[src/rtl/pcpfl_pkg.sv]
`timescale 1ns / 1ps

package pcpfl_pkg;

	localparam int ADDR_W = 40;

	// status codes
	localparam logic [1:0] STAT_OK  = 2'd0;
	localparam logic [1:0] STAT_OOM = 2'd1;
	localparam logic [1:0] STAT_BAD = 2'd2;

	// request codes
	localparam logic REQ_ALLOC = 1'b0;
	localparam logic REQ_FREE  = 1'b1;

	// register select, taken from paddr[3]
	localparam logic REG_START = 1'b0;
	localparam logic REG_STOP  = 1'b1;

	localparam logic [ADDR_W-1:0] START_RESET = 40'd0;
	localparam logic [ADDR_W-1:0] STOP_RESET  = 40'd134217728;

	typedef struct packed {
		logic [ADDR_W-1:0] region_start;
		logic [ADDR_W-1:0] region_stop;
		logic [ADDR_W:0]   base;          // region_start rounded up to a page
	} cfg_t;

endpackage

[src/rtl/pcpfl_cfg.sv]
`timescale 1ns / 1ps

module pcpfl_cfg #(
	parameter int PAGE_SIZE = 4096
) (
	input  logic             clk,
	input  logic             arst_n,
	input  logic             psel,
	input  logic             penable,
	input  logic             pwrite,
	input  logic [3:0]       paddr,
	input  logic [63:0]      pwdata,
	output logic [63:0]      prdata,
	output logic             pready,
	output pcpfl_pkg::cfg_t  cfg
);

	import pcpfl_pkg::*;

	localparam logic [ADDR_W:0] PG_MASK = (ADDR_W+1)'(PAGE_SIZE - 1);

	cfg_t cfg_q;
	logic wr;
	logic [ADDR_W:0] rnd;

	assign pready = 1'b1;
	assign wr     = psel && penable && pwrite;
	assign rnd    = ({1'b0, pwdata[ADDR_W-1:0]} + PG_MASK) & ~PG_MASK;

	always_ff @(posedge clk or negedge arst_n) begin
		if (!arst_n) begin
			cfg_q.region_start <= START_RESET;
			cfg_q.region_stop  <= STOP_RESET;
			cfg_q.base         <= {1'b0, START_RESET};
		end else if (wr) begin
			if (paddr[3] == REG_START) begin
				cfg_q.region_start <= pwdata[ADDR_W-1:0];
				cfg_q.base         <= rnd;
			end else begin
				cfg_q.region_stop <= pwdata[ADDR_W-1:0];
			end
		end
	end

	assign prdata = (paddr[3] == REG_STOP) ? 64'(cfg_q.region_stop) : 64'(cfg_q.region_start);
	assign cfg    = cfg_q;

endmodule

[config.mk]
export PLATFORM = sky130hd
export DESIGN_NAME = pcpfl_cfg
export DESIGN_NICKNAME = d
export VERILOG_FILES = /design/src/rtl/pcpfl_pkg.sv /design/src/rtl/pcpfl_cfg.sv
export SDC_FILE = /design/constraint.sdc
export NUM_CORES = 1
export LEC_CHECK = 0
export ABC_AREA = 1
export BUFFER_PORTS_ARGS = -buffer_cell sky130_fd_sc_hd__buf_4
export CAP_MARGIN = 40
export CORE_MARGIN = 4
export CORE_UTILIZATION = 44
export CTS_BUF_LIST = sky130_fd_sc_hd__clkbuf_8
export DETAILED_ROUTE_END_ITERATION = 10
export HOLD_SLACK_MARGIN = 0.03
export PLACE_DENSITY = 0.77
export SYNTH_ARGS = -nofsm -noshare
export SYNTH_HDL_FRONTEND = slang
export SYNTH_SLANG_ARGS = --single-unit
[constraint.sdc]
create_clock -name clk -period 0.8 [get_ports clk]
set_input_delay 0 -clock clk [delete_from_list [all_inputs] [get_ports clk]]
set_output_delay 0 -clock clk [all_outputs]
set_load 0.02 [all_outputs]
==> flow_metrics.tcl, run 1 <==
set metrics [dict create \
    tritoncts_num_sinks 109 \
    largest_register_ffs 109 \
    final.setup_skew_ns 0 \
    postSynthCellCount 755 \
    violations_in_the_final_reports "negative setup slack" \
    worstHoldStart "pwdata[36]" \
    htree_levels 3 \
    avgViaCountPerCell 5.14 \
    dpl-instance-area_um2 8020 \
    cts-buffers-inserted 9 \
    post_layout_nonfiller_instances 1319 \
    nNetsFinal 1216 \
    total_switching_power_mw 8.02 \
    crit_path_cell_trace "nand2_2 -> o21ai_2 -> buf_6" \
    achievable-frequency_mhz 840 \
    numPlacedInstances 1172 \
    grt_usage 0.278 \
    synth.area.top_cells "sky130_fd_sc_hd__dfrtp_1 48%, sky130_fd_sc_hd__nand2_1 15%, sky130_fd_sc_hd__o21ai_0 8.1%" \
    cp.arrival_ns 1.19 \
    p_int_mw 13.2 \
    reg2reg_setup_slack_ns -0.13 \
    power.leakage_nw 5.25 \
    wl_cell_um 18.0 \
    cts_tree "built" \
    post_synth.cell_area_avg_um2 7.52 \
    critical_path.endpoint_type "output port" \
    cp.required_ns 0.80 \
    core_area_um2 12600 \
    number_of_global_route_vias_before_repair 6386 \
    cell_area_after_technology_mapping_um2 5670 \
    layout_common_cells "226 x sky130_fd_sc_hd__buf_6, 182 x sky130_fd_sc_hd__nand2_1, 144 x sky130_fd_sc_hd__buf_4" \
    fp-row-count 41 \
    swShare 0.377 \
    drt_iter0_drc 518 \
    ys_seq_area_frac 0.481 \
    timing.hold.worst_endpoint "cfg[36]" \
    synth_largest_area_cell "sky130_fd_sc_hd__dfrtp_1" \
    initial_utilization 0.450 \
    run_status "finished with violations" \
    die_w_um 122 \
    chipHeight_um 122 \
    ir_drop_mv 1.29 \
    grt-ovfl-total 0 \
    timing.rr.start "cfg[72]" \
    p_per_area_nw_per_um2 2050 \
    hpwl_after_detailed_placement_um 13700 \
    clkPwrFrac 0.146 \
    initial_antenna_violation_count 0 \
    ant_nets 0 \
    fin_hold_ws_ns 0.0116 \
    synth_largest_type_area_fraction 0.476 \
    buffer_ports.inserted 194 \
    layout_worst_path_cycle_share 1.49 \
    insertedDiodeCount 0 \
    layout_min_cycle_time_ns 1.19 \
    clock_tree.buffer_depth 2 \
    hold_depth 4 \
    worstRegToRegCells 2 \
    area_growth_pct 82.4 \
    critical-path-slowest-cell "sky130_fd_sc_hd__dfstp_2" \
    critical_path_peak_fanout 3 \
    share_seq_of_total_power 0.357 \
    cap_viol_max_count 0 \
    drc 0 \
    hold_viol_final 0 \
    startpoint_type "flip-flop" \
    yosysWarningCount 0 \
    io-pin-count 259 \
    dieArea_um2 14800 \
    library_cell_used_as_clock_root_buffer "sky130_fd_sc_hd__clkbuf_8" \
    grt_pass1_wl_um 32500 \
    timing.final.ws_setup_ns -0.391 \
    kind_of_critical_path "flip-flop to output port" \
    mostFrequentLayoutCell "sky130_fd_sc_hd__buf_6" \
    relative_contribution_of_combinational_cells_to_total_power 0.498 \
    count_of_vias_placed_by_the_detailed_router 6780 \
    synth.lib_cells_used.distinct 26 \
    post_cts_clock_slew_at_the_launch_and_capture_registers_of_the_worst_setup_and_hold_paths_ns 0.10 \
    finalSetupViolations 169 \
    worstHoldPathType "input pin to flip-flop" \
    1st_pass_router_iterations 5 \
    rsz_0062_raised_after_global_routing "true" \
    timing.critical_path.slowest_cell_delay_ns 0.57 \
    slew_viol_final 0 \
    ys_ff_latch 109 \
    routed_wirelength_um 23800 \
    finish.instance_area_um2 10400 \
    routabilityCongestion 0.824 \
    worstReg2RegEnd "cfg[72]" \
    drive_gt1_frac 0.471 \
    largest_net_degree_at_the_start_of_global_routing 59 \
    clkLatencyLatePin_ns 0.37 \
]
[metrics by stage]
step	setup TNS [ns]	utilization	total power [mW]	setup WS, ns
6_report	-32.68	0.820	21.3	-0.391
5_1_grt	-38.44	0.820	22.1	-0.424
4_1_cts	-28.85	0.752	19.4	-0.393
3_5_place_dp	-18.86	0.636	14.4	-0.386
3_3_place_gp	-16.92	0.636	14.3	-0.322
2_1_floorplan	-0.358	-	11.1	-0.0376
[worst max-delay path, delay by kind of cell, from the launching register on]
kind            cells  cell delay (ns)
compound gates      1             0.07
buf+inv             1             0.13
simple gates        1             0.06
flops               1             0.57
[power by group through the flow]
stage / clock network (mW) / logic [mW] / registers, mW
finish: 3.10 / 10.6 / 7.58
global route: 3.28 / 11.2 / 7.68
CTS: 3.09 / 8.78 / 7.49
detailed placement: 0 / 6.98 / 7.41
global placement: 0 / 6.85 / 7.40
floorplan: 0 / 2.46 / 8.61
[how the worst max path moves through the flow]
stage                           from         end  slack [ns]  cells past startpoint
after floorplan             cfg[107]  prdata[26]       -0.04                      2
after global placement    pwdata[22]     cfg[40]       -0.32                      9
after detailed placement  pwdata[10]     cfg[21]       -0.39                      9
after CTS                    cfg[68]  prdata[27]       -0.39                      3
after global routing         cfg[68]  prdata[27]       -0.42                      3
final                        cfg[68]  prdata[27]       -0.39                      3
[area by class of cell]
class                      count  area (um^2)
timing repair buffer         411         4100
multi-input combinational    526         2820
sequential                   109         2730
fill                         725         2270
inverter                      86          323
tap                          172          215
clock buffer                  10          138
clock inverter                 5         28.8
[synthesized netlist by cell type, drive strengths merged]
| library cell | count |
|---|---|
| o21bai | 1 |
| buf | 49 |
| a21oi | 15 |
| nand2 | 225 |
| nor3 | 7 |
| nor4 | 1 |
| nand3 | 62 |
| o21ai | 93 |
| o21a | 1 |
| conb | 2 |
| dfrtp | 108 |
| inv | 86 |
| nor2 | 65 |
| mux2 | 2 |
| clkbuf | 20 |
| nand4 | 7 |
| o211ai | 10 |
| dfstp | 1 |
[routing by layer]
| metal | track usage | wire, um | share of wire |
|---|---|---|---|
| met1 | 0.349 | 8890 | 0.37 |
| met2 | 0.471 | 12200 | 0.51 |
| met3 | 0.0529 | 1840 | 0.077 |
| met4 | 0.114 | 846 | 0.036 |
| met5 | 0 | 0 | 0 |
[cell families after synthesis]
group	after synthesis	synth area share
buf+inv	155	0.129
mux	2	0.00397
simple gates	367	0.273
other cells	2	0.00132
flops	109	0.481
compound gates	120	0.112
[repair_timing]
item | 4_1_cts | 5_1_grt
hold endpoints to repair | 180 | 2
setup endpoints to repair | 150 | 196
gates cloned | 0 | 0
hold buffers | 37 | 1
setup buffers | 41 | 63
pin swaps | 34 | 40
gates resized for setup | 179 | 162
Power figures use the tool's default switching activity.
==> inputs of run 2 (changes only) <==
--- a/config.mk
+++ b/config.mk
@@ -14,6 +14,7 @@
 export DETAILED_ROUTE_END_ITERATION = 10
 export HOLD_SLACK_MARGIN = 0.03
 export PLACE_DENSITY = 0.77
+export SKIP_LAST_GASP = 1
 export SYNTH_ARGS = -nofsm -noshare
 export SYNTH_HDL_FRONTEND = slang
 export SYNTH_SLANG_ARGS = --single-unit
==> run 2 against run 1 <==
The flow still finishes with violations (negative setup slack). Utilization decreased by 0.89 points. Routed wire length decreased by 2.1%. Combinational power about the same. Clock power decreased by 1%. Die area unchanged. Maximum frequency decreased by 0.43%. Clock-buffer cell count unchanged. Worst hold slack improved by 0.0033 ns. Critical path type unchanged. Critical endpoint unchanged. Largest power group unchanged.
==> flow_metrics.tcl, run 2 (synthesis results as in run 1) <==
set metrics [dict create \
    fin_hold_ws_ns 0.0149 \
    clock_tree.buffer_depth 2 \
    initial_utilization 0.450 \
    rsz_0062_raised_after_global_routing "true" \
    cts-buffers-inserted 9 \
    ant_nets 0 \
    crit_path_cell_trace "nand2_2 -> o21ai_2 -> buf_6" \
    power.leakage_nw 5.19 \
    timing.rr.start "cfg[91]" \
    swShare 0.375 \
    core_area_um2 12600 \
    cp.required_ns 0.80 \
    p_per_area_nw_per_um2 2050 \
    cp.depth 3 \
    drc 0 \
    slew_viol_final 0 \
    grt_pass1_wl_um 32100 \
    hold_viol_final 0 \
    critical_path_peak_fanout 3 \
    layout_common_cells "224 x sky130_fd_sc_hd__buf_6, 191 x sky130_fd_sc_hd__nand2_1, 145 x sky130_fd_sc_hd__buf_4" \
    nNetsFinal 1213 \
    area_growth_pct 80.5 \
    avgViaCountPerCell 5.13 \
    kind_of_cell_with_the_highest_combined_delay_on_the_critical_path "flip-flops" \
    buffer_ports.inserted 194 \
    critical_path.endpoint_type "output port" \
    clkLatencyLatePin_ns 0.37 \
    initial_antenna_violation_count 0 \
    relative_contribution_of_combinational_cells_to_total_power 0.493 \
    insertedDiodeCount 0 \
    largest_register_ffs 109 \
    finalSetupViolations 170 \
    place_worst_setup_slack_ns -0.386 \
    cp.arrival_ns 1.20 \
    die_w_um 122 \
    achievable-frequency_mhz 836 \
    power.total_mw 21.0 \
    grt-ovfl-total 0 \
    startpoint_type "flip-flop" \
    dieArea_um2 14800 \
    number_of_global_route_vias_before_repair 6370 \
    final.setup_skew_ns 0 \
    kind_of_critical_path "flip-flop to output port" \
    run_status "finished with violations" \
    post_cts_clock_slew_at_the_launch_and_capture_registers_of_the_worst_setup_and_hold_paths_ns 0.09 \
    violations_in_the_final_reports "negative setup slack" \
    mostFrequentLayoutCell "sky130_fd_sc_hd__buf_6" \
    io-pin-count 259 \
    grt_usage 0.274 \
    clkPwrFrac 0.146 \
    critical-path-slowest-cell "sky130_fd_sc_hd__dfstp_2" \
    p_int_mw 13.1 \
    layout.core_utilization 0.811 \
    crit_end "prdata[27]" \
    drive_gt1_frac 0.455 \
    fillerInstances 735 \
    critical_path.startpoint "cfg[68]" \
    largest_net_degree_at_the_start_of_global_routing 59 \
    timing.critical_path.slowest_cell_delay_ns 0.57 \
    ir_drop_mv 1.28 \
    chipHeight_um 122 \
    total_switching_power_mw 7.88 \
    fp-row-count 41 \
    finalSetupTns_ns -32.31 \
    share_seq_of_total_power 0.361 \
    count_of_vias_placed_by_the_detailed_router 6746 \
    htree_levels 3 \
    worstRegToRegCells 4 \
    hpwl_after_detailed_placement_um 13700 \
    worstHoldPathType "input pin to flip-flop" \
    cts_tree "built" \
    routabilityCongestion 0.824 \
    routed_wirelength_um 23300 \
    cap_viol_max_count 0 \
    drt_iter0_drc 538 \
    layout_min_cycle_time_ns 1.20 \
    reg2reg_setup_slack_ns -0.20 \
    layout_worst_path_cycle_share 1.50 \
    timing.final.ws_setup_ns -0.396 \
    worstReg2RegEnd "cfg[91]" \
    1st_pass_router_iterations 7 \
    worstPathBufferInverterCount 1 \
    tritoncts_num_sinks 109 \
    library_cell_used_as_clock_root_buffer "sky130_fd_sc_hd__clkbuf_8" \
    wl_cell_um 17.7 \
]
[run 2: cell types whose count changed in the layout (fill, tap and decap cells not counted), moves of 2 or more]
cell,previous run,this run
sky130_fd_sc_hd__buf_6,226,224
sky130_fd_sc_hd__o21ai_1,16,14
sky130_fd_sc_hd__nand2_2,34,25
sky130_fd_sc_hd__o21ai_2,35,29
sky130_fd_sc_hd__nand2_1,182,191
sky130_fd_sc_hd__o21ai_0,41,50
[run 2: layout make-up]
class	count	area [um^2]	area share
clock buffer	10	138	0.0134
clock inverter	5	28.8	0.00281
timing repair buffer	408	4050	0.396
inverter	86	323	0.0315
sequential	109	2730	0.267
multi-input combinational	526	2750	0.269
tap	172	215	0.0210
[run 2: how the worst min path moves through the flow]
| stage | end | cells after the start | from |
|---|---|---|---|
| 2_1_floorplan | cfg[100] | 0 | arst_n |
| 6_report | cfg[36] | 4 | pwdata[36] |
| 3_3_place_gp | cfg[120] | 2 | arst_n |
| 4_1_cts | cfg[111] | 4 | pwdata[30] |
| 3_5_place_dp | cfg[120] | 2 | arst_n |
| 5_1_grt | cfg[72] | 3 | pwdata[31] |
[run 2: stage by stage]
| step | area [um^2] | instances |
|---|---|---|
| global placement | 8020 | 1172 |
| detailed placement | 8020 | 1172 |
| finish | 10200 | 1316 |
| global route | 10200 | 1316 |
| floorplan | 6130 | 790 |
| CTS | 9450 | 1264 |
[run 2: layer usage]
metal	wire length [um]	vias up	track usage	part of all wire
met5	0	-	0	0
met4	940	0	0.113	0.040
met3	1570	66	0.0492	0.068
met2	11900	316	0.463	0.51
met1	8850	3264	0.347	0.38
li1	-	3100	-	-
[run 2: repair_timing]
action,CTS,global route
pin swaps,29,41
endpoints found under the setup margin,150,193
endpoints found under the hold margin,178,2
hold buffers,36,1
cloned,0,0
setup buffers,41,58
resized for setup,165,137
[run 2: power by group through the flow]
stage          registers (mW)  clock network [mW]  logic, mW
6_report                 7.59                3.06       10.4
3_3_place_gp             7.40                   0       6.85
4_1_cts                  7.49                3.09       8.72
5_1_grt                  7.69                3.27       10.9
3_5_place_dp             7.41                   0       6.98
2_1_floorplan            8.61                   0       2.46
[run 2: tightest hold or removal path: stages]
cell,delay [ns]
sky130_fd_sc_hd__buf_4,0.10
sky130_fd_sc_hd__buf_4,0.11
sky130_fd_sc_hd__nand3_1,0.07
sky130_fd_sc_hd__nand3_1,0.07
==> inputs of run 3 (changes only) <==
--- a/config.mk
+++ b/config.mk
@@ -14,6 +14,7 @@
 export DETAILED_ROUTE_END_ITERATION = 10
 export HOLD_SLACK_MARGIN = 0.03
 export PLACE_DENSITY = 0.77
+export RECOVER_POWER = 100
 export SKIP_LAST_GASP = 1
 export SYNTH_ARGS = -nofsm -noshare
 export SYNTH_HDL_FRONTEND = slang
==> run 3 against run 2 <==
The flow still finishes with violations (negative setup slack). Combinational power about the same. Register-to-register slack about the same. Power down 0.19%. Critical endpoint unchanged. Largest power group unchanged.
==> flow_metrics.tcl, run 3 (synthesis results as in run 1) <==
set metrics [dict create \
    worst_pin_slew_ns 0.550 \
    slew_viol_final 0 \
    timing.critical_path.slowest_cell_delay_ns 0.57 \
    htree_levels 3 \
    drc 0 \
    numPlacedInstances 1172 \
    hold_viol_final 0 \
    grt_usage 0.274 \
    kind_of_critical_path "flip-flop to output port" \
    run_status "finished with violations" \
    largest_register_ffs 109 \
    layout.core_utilization 0.806 \
    ir_drop_mv 1.28 \
    final.setup_skew_ns 0 \
    rsz_0062_raised_after_global_routing "true" \
    place_worst_setup_slack_ns -0.386 \
    mostFrequentLayoutCell "sky130_fd_sc_hd__buf_6" \
    achievable-frequency_mhz 836 \
    ant_nets 0 \
    chipHeight_um 122 \
    number_of_global_route_vias_before_repair 6370 \
    grt-ovfl-total 0 \
    largest_net_degree_at_the_start_of_global_routing 59 \
    critical_path.endpoint_type "output port" \
    insertedDiodeCount 0 \
    buffer_ports.inserted 194 \
    p_int_mw 13.1 \
    relative_contribution_of_combinational_cells_to_total_power 0.492 \
    critical_path.startpoint "cfg[68]" \
    avgViaCountPerCell 5.17 \
    hpwl_after_detailed_placement_um 13700 \
    crit_path_cell_trace "nand2_2 -> o21ai_2 -> buf_6" \
    cts-buffers-inserted 9 \
    count_of_vias_placed_by_the_detailed_router 6800 \
    dieArea_um2 14800 \
    wl_cell_um 17.7 \
    cap_viol_max_count 0 \
    grt_pass1_wl_um 32100 \
    initial_antenna_violation_count 0 \
    io-pin-count 259 \
    dpl-instance-area_um2 8020 \
    swShare 0.375 \
    drive_gt1_frac 0.448 \
    cp.required_ns 0.80 \
    area_growth_pct 79.3 \
    clkLatencyLatePin_ns 0.37 \
    fp-row-count 41 \
    drt_iter0_drc 558 \
    cp.arrival_ns 1.20 \
    violations_in_the_final_reports "negative setup slack" \
    share_seq_of_total_power 0.362 \
    critical_path_peak_fanout 3 \
    power.leakage_nw 5.17 \
    finalSetupTns_ns -32.57 \
    1st_pass_router_iterations 5 \
    layout_min_cycle_time_ns 1.20 \
    tritoncts_num_sinks 109 \
    p_per_area_nw_per_um2 2060 \
    core_area_um2 12600 \
    worstHoldStart "pwdata[36]" \
    die_w_um 122 \
    initial_utilization 0.450 \
    worstHoldPathType "input pin to flip-flop" \
    timing.final.ws_setup_ns -0.396 \
    post_cts_clock_slew_at_the_launch_and_capture_registers_of_the_worst_setup_and_hold_paths_ns 0.09 \
    timing.rr.start "cfg[91]" \
    clock_tree.buffer_depth 2 \
    critical-path-slowest-cell "sky130_fd_sc_hd__dfstp_2" \
    timing.max_slew.rel_slack 0.633 \
    nNetsFinal 1213 \
    library_cell_used_as_clock_root_buffer "sky130_fd_sc_hd__clkbuf_8" \
    finalSetupViolations 171 \
    layout_worst_path_cycle_share 1.50 \
    routabilityCongestion 0.824 \
    layout_common_cells "226 x sky130_fd_sc_hd__buf_6, 191 x sky130_fd_sc_hd__nand2_1, 132 x sky130_fd_sc_hd__buf_4" \
    cts_tree "built" \
    total_switching_power_mw 7.87 \
    startpoint_type "flip-flop" \
    finish.instance_area_um2 10200 \
    routed_wirelength_um 23300 \
    clkPwrFrac 0.146 \
    post_layout_nonfiller_instances 1316 \
]
-- run 3: layer usage --
layer / GRT usage / share of wire
met1: 0.347 / 0.38
met2: 0.463 / 0.51
met3: 0.0492 / 0.070
met4: 0.113 / 0.043
met5: 0 / 0
-- run 3: critical path, delay by kind of cell, from the launching register on --
| family | cells | cell delay, ns |
|---|---|---|
| flip-flops | 1 | 0.57 |
| AO/OA/AOI/OAI | 1 | 0.07 |
| AND/OR/NAND/NOR | 1 | 0.06 |
| buffers and inverters | 1 | 0.13 |
-- run 3: area by class of cell --
class,count,area [um^2]
timing repair buffer,408,4010
tap,172,215
clock buffer,10,138
inverter,86,323
sequential,109,2730
fill,752,2450
multi-input combinational,526,2730
clock inverter,5,28.8
-- run 3: worst paths after layout --
path,to,slack [ns],cells past startpoint
min in group asynchronous,cfg[38],0.30,3
setup reg to reg,cfg[91],-0.20,4
hold reg to reg,cfg[36],0.54,2
setup / recovery,prdata[27],-0.40,3
hold / removal,cfg[36],0.01,4
max in group asynchronous,cfg[17],0.08,3
-- run 3: what timing repair did --
action                                  CTS  global route
hold buffers                             36             1
buffers inserted                         41            58
pin swaps                                29            41
gates resized for setup                 165           137
endpoints found under the setup margin  150           193
hold endpoints to repair                178             2
-- run 3: power by group through the flow --
stage	registers [mW]	clock network [mW]	logic, mW
3_3_place_gp	7.40	0	6.85
2_1_floorplan	8.61	0	2.46
4_1_cts	7.49	3.09	8.72
6_report	7.59	3.07	10.3
5_1_grt	7.69	3.27	10.9
3_5_place_dp	7.41	0	6.98
-- run 3: metrics by stage --
stage / hold slack (ns) / power (mW)
after floorplan: -0.296 / 11.1
after global placement: 0.0282 / 14.3
final: 0.0128 / 21.0
after CTS: 0.0109 / 19.3
after detailed placement: 0.0286 / 14.4
after global routing: 0.0271 / 21.9
